### config.mk
export PLATFORM = sky130hd
export DESIGN_NAME = xml_text_utf8_check_escape
export DESIGN_NICKNAME = d
export VERILOG_FILES = /design/src/rtl/xtu_pkg.sv /design/src/rtl/xtu_front.sv /design/src/rtl/xtu_fifo.sv /design/src/rtl/xtu_back.sv /design/src/rtl/xml_text_utf8_check_escape.sv
export SDC_FILE = /design/constraint.sdc
export NUM_CORES = 1
export LEC_CHECK = 0
export ABC_CLOCK_PERIOD_IN_PS = 11300
export BUFFER_PORTS_ARGS = -buffer_cell sky130_fd_sc_hd__buf_4
export CAP_MARGIN = 30
export CELL_PAD_IN_SITES_DETAIL_PLACEMENT = 2
export CELL_PAD_IN_SITES_GLOBAL_PLACEMENT = 2
export CORE_MARGIN = 8
export CORE_UTILIZATION = 45
export CTS_CLUSTER_SIZE = 12
export DETAILED_ROUTE_END_ITERATION = 8
export MAX_ROUTING_LAYER = met4
export PLACE_DENSITY = 0.84
export SYNTH_ARGS = -nofsm -noshare
export SYNTH_HDL_FRONTEND = slang
export SYNTH_SLANG_ARGS = --single-unit
### constraint.sdc
create_clock -name clk_i -period 11.3 [get_ports clk_i]
set_input_delay 2.26 -clock clk_i [delete_from_list [all_inputs] [get_ports clk_i]]
set_output_delay 2.26 -clock clk_i [all_outputs]
set_load 0.01 [all_outputs]
### src/rtl/xtu_pkg.sv
// ----------------------------------------------------------------------------
// xtu_pkg
// Shared types, codes and entity tables of the UTF-8 check and XML escape block.
// ----------------------------------------------------------------------------
package xtu_pkg;

  // Error codes reported on the last output byte of a run
  localparam logic [2:0] ERR_NONE      = 3'd0;
  localparam logic [2:0] ERR_BAD_LEAD  = 3'd1;
  localparam logic [2:0] ERR_TRUNC     = 3'd2;
  localparam logic [2:0] ERR_BAD_CONT  = 3'd3;
  localparam logic [2:0] ERR_NONCANON  = 3'd4;
  localparam logic [2:0] ERR_FORBIDDEN = 3'd5;

  // Descriptor queue between front and back
  localparam int unsigned QDepth = 4;
  localparam int unsigned QPtrW  = $clog2(QDepth);
  localparam int unsigned QCntW  = $clog2(QDepth + 1);

  typedef enum logic [2:0] {
    K_PLAIN = 3'd0,
    K_AMP   = 3'd1,
    K_LT    = 3'd2,
    K_GT    = 3'd3,
    K_QUOT  = 3'd4,
    K_TAB   = 3'd5,
    K_LF    = 3'd6,
    K_CR    = 3'd7
  } kind_e;

  // One classified input byte
  typedef struct packed {
    logic [7:0] data_byte;
    kind_e      kind;
    logic       eos;
    logic [2:0] report;
    logic       err_seen;
  } desc_t;

  function automatic logic xml_char_ok(input logic [20:0] cp);
    return (cp == 21'h09) || (cp == 21'h0A) || (cp == 21'h0D) ||
           (cp >= 21'h20 && cp <= 21'hD7FF) ||
           (cp >= 21'hE000 && cp <= 21'hFFFD) ||
           (cp >= 21'h10000 && cp <= 21'h10FFFF);
  endfunction

  function automatic logic [2:0] ent_len(input kind_e k);
    logic [2:0] n;
    case (k)
      K_PLAIN: n = 3'd1;
      K_AMP:   n = 3'd5;
      K_LT:    n = 3'd4;
      K_GT:    n = 3'd4;
      K_QUOT:  n = 3'd6;
      default: n = 3'd5;
    endcase
    return n;
  endfunction

  // Byte idx of the entity for kind k; a plain byte passes through
  function automatic logic [7:0] ent_byte(input kind_e k, input logic [2:0] idx,
                                          input logic [7:0] raw);
    logic [7:0] b;
    b = 8'h3B;
    if (idx == 3'd0) begin
      b = (k == K_PLAIN) ? raw : 8'h26;
    end else begin
      case (k)
        K_AMP: begin
          case (idx)
            3'd1:    b = 8'h61;
            3'd2:    b = 8'h6D;
            3'd3:    b = 8'h70;
            default: b = 8'h3B;
          endcase
        end
        K_LT: begin
          case (idx)
            3'd1:    b = 8'h6C;
            3'd2:    b = 8'h74;
            default: b = 8'h3B;
          endcase
        end
        K_GT: begin
          case (idx)
            3'd1:    b = 8'h67;
            3'd2:    b = 8'h74;
            default: b = 8'h3B;
          endcase
        end
        K_QUOT: begin
          case (idx)
            3'd1:    b = 8'h71;
            3'd2:    b = 8'h75;
            3'd3:    b = 8'h6F;
            3'd4:    b = 8'h74;
            default: b = 8'h3B;
          endcase
        end
        K_TAB, K_LF, K_CR: begin
          case (idx)
            3'd1:    b = 8'h23;
            3'd2:    b = 8'h78;
            3'd3:    b = (k == K_TAB) ? 8'h39 : ((k == K_LF) ? 8'h41 : 8'h44);
            default: b = 8'h3B;
          endcase
        end
        default: b = 8'h3B;
      endcase
    end
    return b;
  endfunction

endpackage

### src/rtl/xtu_front.sv
// ----------------------------------------------------------------------------
// xtu_front
// UTF-8 decode, XML character check and escape classification per byte.
// ----------------------------------------------------------------------------
module xtu_front (
  input  logic          clk_i,
  input  logic          rst_ni,
  input  logic          valid_i,
  output logic          ready_o,
  input  logic [7:0]    data_byte_i,
  input  logic          mode_i,
  input  logic          eos_i,
  input  logic          full_i,
  output logic          push_o,
  output xtu_pkg::desc_t desc_o
);
  import xtu_pkg::*;

  logic [20:0] acc_q, acc_d;
  logic [1:0]  rem_q, rem_d;
  logic [1:0]  len_q, len_d;
  logic        sticky_q, sticky_d;
  logic [20:0] cp;
  logic [2:0]  err;
  kind_e       kind;

  assign ready_o = !full_i;
  assign push_o  = valid_i && !full_i;
  assign cp      = {acc_q[14:0], data_byte_i[5:0]};

  always_comb begin
    err   = ERR_NONE;
    acc_d = acc_q;
    rem_d = rem_q;
    len_d = len_q;
    if (rem_q == 2'd0) begin
      if (!data_byte_i[7]) begin
        if (!xml_char_ok({13'd0, data_byte_i})) err = ERR_FORBIDDEN;
      end else if (data_byte_i inside {[8'hC2:8'hDF]}) begin
        acc_d = {16'd0, data_byte_i[4:0]};
        rem_d = 2'd1;
        len_d = 2'd1;
      end else if (data_byte_i inside {[8'hE0:8'hEF]}) begin
        acc_d = {17'd0, data_byte_i[3:0]};
        rem_d = 2'd2;
        len_d = 2'd2;
      end else if (data_byte_i inside {[8'hF0:8'hF4]}) begin
        acc_d = {18'd0, data_byte_i[2:0]};
        rem_d = 2'd3;
        len_d = 2'd3;
      end else begin
        err = ERR_BAD_LEAD;
      end
    end else if (data_byte_i[7:6] != 2'b10) begin
      err   = ERR_BAD_CONT;
      acc_d = '0;
      rem_d = 2'd0;
      len_d = 2'd0;
    end else begin
      acc_d = cp;
      rem_d = rem_q - 2'd1;
      if (rem_q == 2'd1) begin
        if ((len_q == 2'd2 && cp < 21'h800) || (len_q == 2'd3 && cp < 21'h10000) ||
            cp > 21'h10FFFF || (cp >= 21'hD800 && cp <= 21'hDFFF)) begin
          err = ERR_NONCANON;
        end else if (!xml_char_ok(cp)) begin
          err = ERR_FORBIDDEN;
        end
        len_d = 2'd0;
      end
    end
    if (eos_i && rem_d != 2'd0 && err == ERR_NONE) err = ERR_TRUNC;
    sticky_d = sticky_q || (err != ERR_NONE);
  end

  always_comb begin
    if (data_byte_i == 8'h26)                kind = K_AMP;
    else if (data_byte_i == 8'h3C)           kind = K_LT;
    else if (data_byte_i == 8'h3E)           kind = K_GT;
    else if (mode_i && data_byte_i == 8'h22) kind = K_QUOT;
    else if (mode_i && data_byte_i == 8'h09) kind = K_TAB;
    else if (mode_i && data_byte_i == 8'h0A) kind = K_LF;
    else if (mode_i && data_byte_i == 8'h0D) kind = K_CR;
    else                                     kind = K_PLAIN;
  end

  always_comb begin
    desc_o.data_byte = data_byte_i;
    desc_o.kind      = kind;
    desc_o.eos       = eos_i;
    desc_o.report    = (!sticky_q && err != ERR_NONE) ? err : ERR_NONE;
    desc_o.err_seen  = sticky_d;
  end

  always_ff @(posedge clk_i or negedge rst_ni) begin
    if (!rst_ni) begin
      acc_q    <= '0;
      rem_q    <= '0;
      len_q    <= '0;
      sticky_q <= 1'b0;
    end else if (push_o) begin
      if (eos_i) begin
        acc_q    <= '0;
        rem_q    <= '0;
        len_q    <= '0;
        sticky_q <= 1'b0;
      end else begin
        acc_q    <= acc_d;
        rem_q    <= rem_d;
        len_q    <= len_d;
        sticky_q <= sticky_d;
      end
    end
  end

endmodule

### src/rtl/xtu_fifo.sv
// ----------------------------------------------------------------------------
// xtu_fifo
// Short descriptor queue decoupling the classifier from the byte emitter.
// ----------------------------------------------------------------------------
module xtu_fifo (
  input  logic           clk_i,
  input  logic           rst_ni,
  input  logic           push_i,
  input  xtu_pkg::desc_t push_data_i,
  input  logic           pop_i,
  output xtu_pkg::desc_t head_o,
  output logic           empty_o,
  output logic           full_o
);
  import xtu_pkg::*;

  desc_t            slot_q [QDepth];
  logic [QPtrW-1:0] wr_ptr_q, rd_ptr_q;
  logic [QCntW-1:0] cnt_q;

  assign empty_o = (cnt_q == '0);
  assign full_o  = (cnt_q == QCntW'(QDepth));
  assign head_o  = slot_q[rd_ptr_q];

  always_ff @(posedge clk_i) begin
    if (push_i) slot_q[wr_ptr_q] <= push_data_i;
  end

  always_ff @(posedge clk_i or negedge rst_ni) begin
    if (!rst_ni) begin
      wr_ptr_q <= '0;
      rd_ptr_q <= '0;
      cnt_q    <= '0;
    end else begin
      if (push_i) wr_ptr_q <= wr_ptr_q + 1'b1;
      if (pop_i)  rd_ptr_q <= rd_ptr_q + 1'b1;
      if (push_i && !pop_i)      cnt_q <= cnt_q + 1'b1;
      else if (pop_i && !push_i) cnt_q <= cnt_q - 1'b1;
    end
  end

endmodule

### src/rtl/xtu_back.sv
// ----------------------------------------------------------------------------
// xtu_back
// Expand each descriptor into its output bytes through a registered output.
// ----------------------------------------------------------------------------
module xtu_back (
  input  logic           clk_i,
  input  logic           rst_ni,
  input  xtu_pkg::desc_t head_i,
  input  logic           empty_i,
  output logic           pop_o,
  output logic           valid_o,
  input  logic           ready_i,
  output logic [7:0]     out_byte_o,
  output logic           last_of_run_o,
  output logic           string_end_o,
  output logic [2:0]     error_code_o,
  output logic           error_seen_o
);
  import xtu_pkg::*;

  logic [2:0] idx_q;
  logic       valid_q;
  logic       load;
  logic       last;
  logic [7:0] byte_q;
  logic       lor_q, se_q, es_q;
  logic [2:0] ec_q;

  assign load  = !empty_i && (!valid_q || ready_i);
  assign last  = (idx_q == ent_len(head_i.kind) - 3'd1);
  assign pop_o = load && last;

  always_ff @(posedge clk_i or negedge rst_ni) begin
    if (!rst_ni) begin
      valid_q <= 1'b0;
      idx_q   <= '0;
    end else begin
      if (load)         valid_q <= 1'b1;
      else if (ready_i) valid_q <= 1'b0;
      if (load) idx_q <= last ? 3'd0 : idx_q + 3'd1;
    end
  end

  always_ff @(posedge clk_i) begin
    if (load) begin
      byte_q <= ent_byte(head_i.kind, idx_q, head_i.data_byte);
      lor_q  <= last;
      se_q   <= last && head_i.eos;
      ec_q   <= last ? head_i.report : ERR_NONE;
      es_q   <= head_i.err_seen;
    end
  end

  assign valid_o       = valid_q;
  assign out_byte_o    = byte_q;
  assign last_of_run_o = lor_q;
  assign string_end_o  = se_q;
  assign error_code_o  = ec_q;
  assign error_seen_o  = es_q;

endmodule

### src/rtl/xml_text_utf8_check_escape.sv
// ----------------------------------------------------------------------------
// xml_text_utf8_check_escape
// UTF-8 validating XML escaper: one string byte in, one to six bytes out.
// ----------------------------------------------------------------------------
// Each input transaction carries one byte of a UTF-8 string, the escape mode
// in tuser (0 element text, 1 attribute value) and tlast on the final byte.
// The front decodes UTF-8 and checks the code point against the XML 1.0
// character set as the byte arrives, then queues a descriptor; the back turns
// each descriptor into the byte itself or its entity (&amp; &lt; &gt; always,
// &quot; and the numeric forms of tab, line feed and carriage return in
// attribute mode). Plain text streams at one byte per clock while the output
// is not stalled; an escaped byte leaves as its whole entity (4 to 6 bytes),
// one byte at a time through the single-byte output register. A four-entry
// queue lets the input keep flowing across short bursts of entities and
// across output stalls. The first error of a string appears once as a
// nonzero error code on the last output byte of the offending input;
// error_seen stays high from there to the string's end, and downstream should
// drop that whole string. Each byte passes through a queue slot and then the
// output register on its way out.
// ----------------------------------------------------------------------------
module xml_text_utf8_check_escape (
  input  logic       clk_i,
  input  logic       rst_ni,
  // input stream
  input  logic       s_tvalid_i,
  output logic       s_tready_o,
  input  logic [7:0] s_tdata_i,   // [7:0] data_byte
  input  logic [0:0] s_tuser_i,   // [0] mode
  input  logic       s_tlast_i,   // end_of_string
  // output stream
  output logic       m_tvalid_o,
  input  logic       m_tready_i,
  output logic [7:0] m_tdata_o,   // [7:0] out_byte
  output logic [4:0] m_tuser_o,   // [0] last_of_run, [3:1] error_code, [4] error_seen
  output logic       m_tlast_o    // string_end
);
  import xtu_pkg::*;

  desc_t      push_desc;
  desc_t      head_desc;
  logic       push, pop, q_empty, q_full;
  logic       lor, se, es;
  logic [2:0] ec;

  // Classify and decode on the accepting edge; queue the result
  xtu_front u_front (
    .clk_i       (clk_i),
    .rst_ni      (rst_ni),
    .valid_i     (s_tvalid_i),
    .ready_o     (s_tready_o),
    .data_byte_i (s_tdata_i),
    .mode_i      (s_tuser_i[0]),
    .eos_i       (s_tlast_i),
    .full_i      (q_full),
    .push_o      (push),
    .desc_o      (push_desc)
  );

  // Hold descriptors until the back has room
  xtu_fifo u_fifo (
    .clk_i       (clk_i),
    .rst_ni      (rst_ni),
    .push_i      (push),
    .push_data_i (push_desc),
    .pop_i       (pop),
    .head_o      (head_desc),
    .empty_o     (q_empty),
    .full_o      (q_full)
  );

  // Emit one output byte per cycle while the output is not stalled; advance through entities
  xtu_back u_back (
    .clk_i         (clk_i),
    .rst_ni        (rst_ni),
    .head_i        (head_desc),
    .empty_i       (q_empty),
    .pop_o         (pop),
    .valid_o       (m_tvalid_o),
    .ready_i       (m_tready_i),
    .out_byte_o    (m_tdata_o),
    .last_of_run_o (lor),
    .string_end_o  (se),
    .error_code_o  (ec),
    .error_seen_o  (es)
  );

  assign m_tuser_o = {es, ec, lor};
  assign m_tlast_o = se;

endmodule

# Word level (Yosys, flattened, before mapping)
# Memory sizes are Yosys's and may differ from the RTL's.
# Index checks and enable logic that the tools add are counted.
[word_totals]
word_cells = 184
memories = 1
output_inout_bits = 16
register_bits = 45
ramBits = 64
[classes]
mux = 60
n_lt_le_gt_ge = 18
add_sub_neg = 7
eq_ne = 29
reduce_logical = 55
[mem_list]
columns = ["memory", "depth", "word_bits", "rd", "rd_ports_with_merged_regs", "write_ports", "line", "text"]
rows = [
  ["u_fifo.slot_q", 4, 16, 1, 0, 1, "xtu_fifo.sv:17", "desc_t slot_q [QDepth];"],
]
[op_table]
columns = ["op", "count"]
rows = [
  ["15-bit 2-to-1 mux", 7],
  ["3-bit 2-to-1 mux", 22],
  ["21-bit by 4-bit == test with 1-bit output (second input constant)", 3],
  ["21-bit by 16-bit <= comparator with 1-bit output (second input constant)", 3],
  ["21-bit by 16-bit greater-or-equal comparator with 1-bit output (second input constant)", 2],
  ["8-bit one-hot mux with 5 select lines", 1],
  ["8-bit by 6-bit == test with 1-bit output (second input constant)", 4],
  ["2-bit 2-to-1 mux", 15],
  ["7-bit one-hot mux with 2 select lines", 2],
  ["7-bit one-hot mux with 4 select lines", 1],
  ["8-bit by 4-bit == test with 1-bit output (second input constant)", 3],
  ["8-bit greater-or-equal comparator (second input constant)", 3],
  ["8-bit <= comparator (second input constant)", 3],
  ["8-bit 2-to-1 mux", 3],
  ["8-bit one-hot mux with 3 select lines", 1],
  ["1-bit logical AND", 22],
  ["21-bit by 17-bit greater-or-equal comparator with 1-bit output (second input constant)", 1],
  ["21-bit by 6-bit greater-or-equal comparator with 1-bit output (second input constant)", 1],
  ["21-bit > comparator (second input constant)", 1],
  ["21-bit <= comparator (second input constant)", 1],
  ["21-bit by 12-bit < comparator with 1-bit output (second input constant)", 1],
  ["21-bit by 17-bit < comparator with 1-bit output (second input constant)", 1],
  ["7-bit one-hot mux with 3 select lines", 1],
  ["3-bit == test (second input constant)", 6],
  ["other kinds (26)", 61],
]

# Longest topological paths before layout
# Gate-level depths: netlist of run 1.
[logic_depth]
word_depth = 17
depth_mapped = 19

# Modules after synthesis
# A second synthesis of run 1 with hierarchy kept.
[hier_totals]
hier_cells = 452
hier_area_um2 = 5688.0
[by_module_without_submodules]
columns = ["mod", "instances", "area_each_um2", "cells_each"]
rows = [
  ["xtu_fifo", 1, 2743.9, 118],
  ["xtu_front", 1, 1635.3, 195],
  ["xtu_back", 1, 1293.7, 137],
  ["xml_text_utf8_check_escape", 1, 15.0, 2],
]

# Worst setup path after synthesis of run 1
# Ideal clock, no wire load.
[synth_path]
kind = "input to register"
start = "in s_tdata_i[3]"
end = "mem u_fifo.slot_q[0][2] (netlist name) (data pin)"
path_slack_ns = 7.038
arrival_ns = 3.997
path_buffers = 1
t_required_ns = 11.035
stages = 7
setup_time_ns = 0.265
path_cell_list = "buf_2 or4_1 o311ai_0 a211oi_1 a2111oi_0 a311oi_1 a41o_1"
[synth_rtl]
columns = ["item", "line", "text"]
rows = [
  ["from (decl)", "xml_text_utf8_check_escape.sv:27", "input logic [7:0] s_tdata_i,"],
  ["to (decl)", "xtu_fifo.sv:17", ""],
]

# Worst setup path after layout of run 1
[layout_path]
start = "reg u_fifo.rd_ptr_q[0]"
end = "reg u_fifo.cnt_q[2]"
[layout_between]
elab_chain_cells = 10
word_cells_on_any_way = 15
[layout_lines]
columns = ["item", "line", "text"]
rows = [
  ["from (decl)", "xtu_fifo.sv:18", "logic [QPtrW-1:0] wr_ptr_q, rd_ptr_q;"],
  ["from (signal assigned)", "xtu_fifo.sv:36", "if (pop_i) rd_ptr_q <= rd_ptr_q + 1'b1;"],
  ["memory read 4 x 16 bit (*)", "--", ""],
  ["3-bit by 2-bit == test with 1-bit output", "xtu_pkg.sv:49", "case (k)"],
  ["2-bit OR reduction (no source line)", "--", ""],
  ["3-bit one-hot mux with 3 select lines (*)", "xtu_pkg.sv:49", ""],
  ["3-bit by 1-bit subtractor with 3-bit output (*)", "xtu_back.sv:30", "assign last = (idx_q == ent_len(head_i.kind) - 3'd1);"],
  ["3-bit == test (*)", "xtu_back.sv:30", ""],
  ["via u_back.last", "xtu_back.sv:24", "logic last;"],
  ["1-bit logical AND (*)", "xtu_back.sv:31", "assign pop_o = load && last;"],
  ["1-bit logical NOT", "xtu_fifo.sv:37", "if (push_i && !pop_i) cnt_q <= cnt_q + 1'b1;"],
  ["1-bit logical AND", "xtu_fifo.sv:37", ""],
  ["3-bit 2-to-1 mux / 2-bit nonzero test (equally long branches)", "--", ""],
  ["to (signal assigned)", "xtu_fifo.sv:37", ""],
  ["to (signal assigned)", "xtu_fifo.sv:38", "else if (pop_i && !push_i) cnt_q <= cnt_q - 1'b1;"],
  ["to (decl)", "xtu_fifo.sv:19", "logic [QCntW-1:0] cnt_q;"],
]
# Mark *: on every way through the listed nets, which the timed path passes. The rest lies on a longest branch.
# A chain may end at the register's enable or synchronous reset.

==> flow_summary.ini, run 1 <==
[global_routing]
antenna_found_initial = 0
grt_pass1_wl_mm = 26.1
grt_pass1_vias = 4340
grt-ovfl-total = 0
grt.total_usage_pct = 22.5
grt_max_degree = 32

[floorplanning]
num_rows = 39
die_h_um = 125
design.die.area_sq_um = 15600
start_util_pct = 46.3
die_w_um = 125
ios = 30
coreArea_sq_um = 11500

[cts]
ctsHoldBuffers = 0
cts_setup_buffers = 0
clk_latency_ns = 0.35
clk_pin_slew_ns = 0.07
cts_tree = yes
cts_resized = 0
cts-root-buf = clkbuf_16
cts.sinks = 109
ctsLongestPathBuffers = 2
cts_buffers = 9
cts_max_level = 3

[detailed_routing]
ant_nets = 0
viasPerCell = 6.18
vias = 3766
wl_per_cell_um = 27.4
drt-total-wl_mm = 16.7
drt_iter0_drc = 273
route.detailed.drc = 0
first_pass_iters = 4

[outcome]
outcome = finished, final reports clean

[place]
dp_cells = 592
gp_congestion = 0.816
dp_hpwl_mm = 11.7
io_buffers = 29

[worst_setup_path]
r2r-end = u_fifo.cnt_q[2]
crit_type = reg -> reg
critPathMaxFanout = 18
reg2reg_depth = 16
start_kind = register
crit_arrival_ns = 4.90
r2r-start = u_fifo.rd_ptr_q[0]
r2r_slack_ns = 6.63
crit_required_ns = 11.54
endpoint_kind = register

[timing]
max_freq_mhz = 214
setup_viol = 0
hold_ws_ns = 0.514
slew_viol_final = 0
setup_tns_ns = 0
clock_skew_ns = 0.00984
relSlewSlack_pct = 33.9
worstMarginPinSlew_ns = 0.992
finalHoldViolCount = 0
timing.final.crit_period_ns = 4.67
fin_crit_sh_pct = 41.3
rsz0062_at_grt = false

[synth]
synthesis.area_sq_um = 5340
syn_area_per_cell_sq_um = 12.2
yosys_warnings = 0
yosys.cell_types.count = 67
synthFlopType = edfxtp_1
synthCells = 439
synth-seq-cells = 109
ys_seq_area_share_pct = 58.4
synth_edf_count = 78
synth_nets = 467
synth_async_sr_flop_share_pct = 28.4

[power_and_ir_drop]
intPower_mw = 1.01
p_comb_share_pct = 43.9
pwr-share-seq_pct = 38.4
p_sw_share_pct = 40.7
power_density_nw_per_um2 = 284
irDropWorstVdd_uv = 104
power_mw = 1.70
leakage_nw = 2.20
p_clk_share_pct = 17.7
p_sw_uw = 692

[cells_and_area]
fin_nets = 489
utilization_pct = 51.9
areaGrowthSynthToFinish_pct = 12.0
fill_cells = 1121
layout.cells.non_filler = 609
antennaDiodeCount = 0
drive_gt1_share_pct = 16.5

[job]
drv_cap = 0

[worst_hold_path]
worst_hold_startpoint = u_fifo.cnt_q[2]
holdPathEnd = u_fifo.cnt_q[2]
hold_path_depth = 1
hp-class = reg -> reg
synthesized netlist by cell type (all sizes together), types with 6 or more instances:
cell / instances / area (sq um)
dfrtp: 31 / 776
a21oi: 14 / 77.6
nand3: 8 / 45.0
nor2b: 6 / 37.5
nand2: 59 / 224
nand2b: 9 / 56.3
and3: 6 / 37.5
edfxtp: 78 / 2340
o21ai: 34 / 170
ha: 13 / 163
clkbuf: 13 / 48.8
mux4: 16 / 360
a31oi: 9 / 56.3
nor2: 26 / 97.6
nor3: 11 / 60.1
buf: 9 / 57.6
inv: 18 / 70.1
sequential cells by signal, indices dropped and copies added, names as in the netlist, 2 cells and up:
signal / flops
u_fifo.slot_q: 64
u_front.acc_q: 15
u_back.out_byte_o: 8
u_back.error_code_o: 3
u_back.idx_q: 3
u_fifo.cnt_q: 3
u_fifo.rd_ptr_q: 2
u_fifo.wr_ptr_q: 2
u_front.len_q: 2
u_front.rem_q: 2
cell families (layout without fill, tap and decap cells):
family	Yosys count	in the layout	synth area share (%)
AOI/OAI and AO/OA	97	97	12.1
xor gates and xnor gates	8	8	1.31
adders and majority gates	14	14	3.42
buffers and inverters	41	68	3.38
DFF	109	109	58.4
muxes	21	21	7.74
and+or+nand+nor	149	149	13.6
stage by stage:
stage          cell area [sq um]  setup slack, ns
2_1_floorplan               5340             7.04
3_3_place_gp                5650             6.59
3_5_place_dp                5690             6.61
4_1_cts                     5960             6.61
5_1_grt                     5980             6.40
6_report                    5980             6.63
placed cells by master (no fill, tap or decap), drive strengths merged, types with 5 or more instances in the layout:
cell and count:
edfxtp 78, nand2 59, o21ai 34, buf 33, dfrtp 31, nor2 26
inv 18, mux4 16, a21oi 14, ha 13, nor3 11, clkbuf 11
nand2b 9, a31oi 9, nand3 8, nor2b 6, and3 6, and2 5
area by class of cell:
type | count | area (sq um) | share of cell area (%)
clock buffers | 11 | 233 | 3.89
repair buffers | 33 | 283 | 4.73
well taps | 143 | 179 | 2.99
flip-flops and latches | 109 | 3120 | 52.2
multi-input cells | 289 | 2050 | 34.3
inverters | 19 | 73.8 | 1.23
clock inverters | 5 | 38.8 | 0.649
power by group through the flow:
stage               logic [mW]  clock network (mW)  registers [mW]
detailed placement       0.740                   0           0.661
floorplan                0.493                   0           0.623
global placement         0.632                   0           0.656
CTS                      0.750               0.304           0.654
finish                   0.747               0.300           0.653
global route             0.807               0.318           0.665
how the worst max path moves through the flow:
stage	startpoint	slack (ns)	depth (start not counted)	endpoint
finish	u_fifo.rd_ptr_q[0]	6.63	16	u_fifo.cnt_q[2]
global route	u_fifo.rd_ptr_q[0]	6.40	16	u_fifo.cnt_q[2]
global placement	u_fifo.rd_ptr_q[0]	6.59	15	u_fifo.cnt_q[2]
floorplan	s_tdata_i[3]	7.04	7	u_fifo.slot_q[0][2]
detailed placement	s_tdata_i[3]	6.61	7	u_fifo.slot_q[1][0]
CTS	u_fifo.rd_ptr_q[0]	6.61	16	u_fifo.cnt_q[2]
routing by layer:
metal	track usage, %	vias to the layer above	wire length [um]
li1	-	1687	-
met1	24.3	1959	6590
met2	39.7	88	8970
met3	3.47	32	510
met4	11.2	0	618
met5	-	-	0
critical path, cell delays in order (launching register included):
cell	delay (ns)
dfrtp_1	0.59
buf_16	0.23
mux4_2	0.72
or3b_1	0.54
nand2_1	0.12
ha_1	0.16
xor2_1	0.32
nor3_2	0.08
o31ai_2	0.43
inv_4	0.13
nand2_2	0.12
ha_1	0.21
inv_1	0.07
fa_1	0.39
xor2_1	0.21
nor2_1	0.08
xor2_1	0.14
No activity file was read; power rests on OpenSTA's default activity.
==> inputs of run 2 (changes only) <==
ABC_CLOCK_PERIOD_IN_PS = 4200   (was 11300)
CORE_UTILIZATION = 38   (was 45)
PLACE_DENSITY = 0.76   (was 0.84)
clock period = 4.2 ns   (was 11.3 ns; I/O delays follow)
==> run 2 against run 1 <==
  * Maximum frequency is 17% higher
  * First-iteration DRC count down 31%
  * Die area grew 16%
  * Largest cell class unchanged
  * Cell count rose by 6.9%
  * Setup slack worse by 6.4 ns
  * Sequential share of layout area shrank 0.71 points
  * Clock skew increased by 0.0012 ns
  * Clock power increased to 2.8 times the previous value
  * Via count decreased by 2.8%
  * Wire length down 13%
==> flow_summary.ini, run 2 (same netlist as run 1, synthesis figures left out) <==
[cells_and_area]
largest_reg_flops = 64
final_cell_mix = edfxtp_1 (78), nand2_1 (58), buf_4 (38)
antennaDiodeCount = 0
final_common_cell = edfxtp_1
utilization_pct = 43.9
largest-register = u_fifo.slot_q
drive_gt1_share_pct = 18.0
regArea_sq_um = 3120
areaGrowthSynthToFinish_pct = 13.6
multi_input_area_sq_um = 2060
fill_cells = 1426
fin_nets = 494
finalInstanceArea_sq_um = 6060

[timing]
slew_viol_final = 0
fin_ws_ns = 0.221
finalHoldViolCount = 0
fin_crit_sh_pct = 94.7
relSlewSlack_pct = 31.8
clock_skew_ns = 0.0111
setup_viol = 0
rsz0062_at_grt = false
timing.final.crit_period_ns = 3.98
worstMarginPinSlew_ns = 1.01
setup_tns_ns = 0
max_freq_mhz = 251

[place]
pre_cts_ws_ns = -0.0347
placed_cell_area_sq_um = 5760
gp_congestion = 0.801
io_buffers = 29
dp_hpwl_mm = 10.4

[power_and_ir_drop]
irDropWorstVdd_uv = 270
power_mw = 4.50
leakage_nw = 2.24
power_density_nw_per_um2 = 743

[worst_setup_path]
slowest_stage = mux4_2
critical-path-max-stage-delay_ns = 0.53
reg2reg_depth = 15
crit_arrival_ns = 4.24
path_delay_family = simple AND/OR/NAND/NOR gates
start_kind = register
crit_required_ns = 4.46
critPathMaxFanout = 7
critPathMostFrequentCell = xor2_1
crit_buf_inv = 2
crit_cells = 15
r2r_slack_ns = 0.22
r2r-end = u_fifo.cnt_q[2]
endpoint_kind = register
critPathCapture = u_fifo.cnt_q[2]
worstSetupStartpoint = u_fifo.rd_ptr_q[0]
crit_chain = mux4_2 > or3b_1 > nand2_1 > ha_1 > xor2_1 > nor3_2 > o31ai_4 > inv_4 > nand2_2 > ha_1 > inv_1 > fa_1 > xor2_1 > nor2_1 > xor2_1
r2r-start = u_fifo.rd_ptr_q[0]
crit_type = reg -> reg

[cts]
cts-root-buf = clkbuf_16
ctsLongestPathBuffers = 2
ctsHoldBuffers = 0
clk_pin_slew_ns = 0.08
cts_buffers = 9
cts_max_level = 3
cts.sinks = 109
clk_latency_ns = 0.35
cts_tree = yes

[floorplanning]
num_rows = 43
ios = 30
die_w_um = 135
coreArea_sq_um = 13800
design.die.area_sq_um = 18100
start_util_pct = 38.6
die_h_um = 135

[global_routing]
busiest_layer = met2
grt_pass1_vias = 4211
antenna_found_initial = 0
grt_pass1_wl_mm = 23.8
grt_use_met3_pct = 3.75
grt-ovfl-total = 0
grt_max_degree = 35
grt.total_usage_pct = 17.5
grt_use_met2_pct = 31.3
grtUsageMet1_pct = 19.3

[detailed_routing]
ant_nets = 0
drt-total-wl_mm = 14.5
first_pass_iters = 4
drt_iter0_drc = 189
viasPerCell = 5.62
route.detailed.drc = 0
wl_per_cell_um = 22.3
vias = 3660

[outcome]
outcome = finished, final reports clean

[worst_hold_path]
hp-class = in -> async

[job]
drv_cap = 0
run 2: report_power, final:
group | internal (mW) | total [mW] | switching (mW)
logic | 0.780 | 1.95 | 1.17
registers | 1.53 | 1.71 | 0.181
clock network | 0.422 | 0.845 | 0.423
run 2: worst min path at each step:
stage                    endpoint  slack (ns)               from  cells past startpoint
6_report         u_front.rem_q[0]        0.42             rst_ni                      1
5_1_grt          u_front.rem_q[0]        0.44             rst_ni                      1
4_1_cts        u_fifo.rd_ptr_q[1]        0.43             rst_ni                      1
3_5_place_dp    u_front.acc_q[13]        0.52  u_front.acc_q[13]                      2
3_3_place_gp    u_front.acc_q[12]        0.50  u_front.acc_q[12]                      2
2_1_floorplan     u_fifo.cnt_q[2]        0.46    u_fifo.cnt_q[2]                      1
run 2: routing by layer:
layer  up-vias  share of wire [%]  wire length [um]
met5         -                  0                 0
met4         0                2.0               293
met3        19                3.1               445
met2        56                 55              7910
met1      1885                 40              5850
li1       1700                  -                 -
run 2: final cells by class:
type                    count  share of cell area (%)
multi-input cells         289                    34.0
well taps                 180                    3.71
flip-flops and latches    109                    51.4
inverters                  19                    1.22
clock inverters             7                    1.20
clock buffers               9                    3.71
repair buffers             38                    4.70
run 2: repair_timing:
action / CTS / global route
setup buffers: 0 / 0
cloned: 0 / 0
gates resized for setup: 1 / 1
endpoints found under the hold margin: 0 / 0
endpoints found under the setup margin: 1 / 1
run 2: stage by stage:
step	hold slack [ns]	std cells
after floorplan	0.464	439
after global placement	0.496	635
after detailed placement	0.517	635
after CTS	0.434	651
after global routing	0.440	651
final	0.419	651
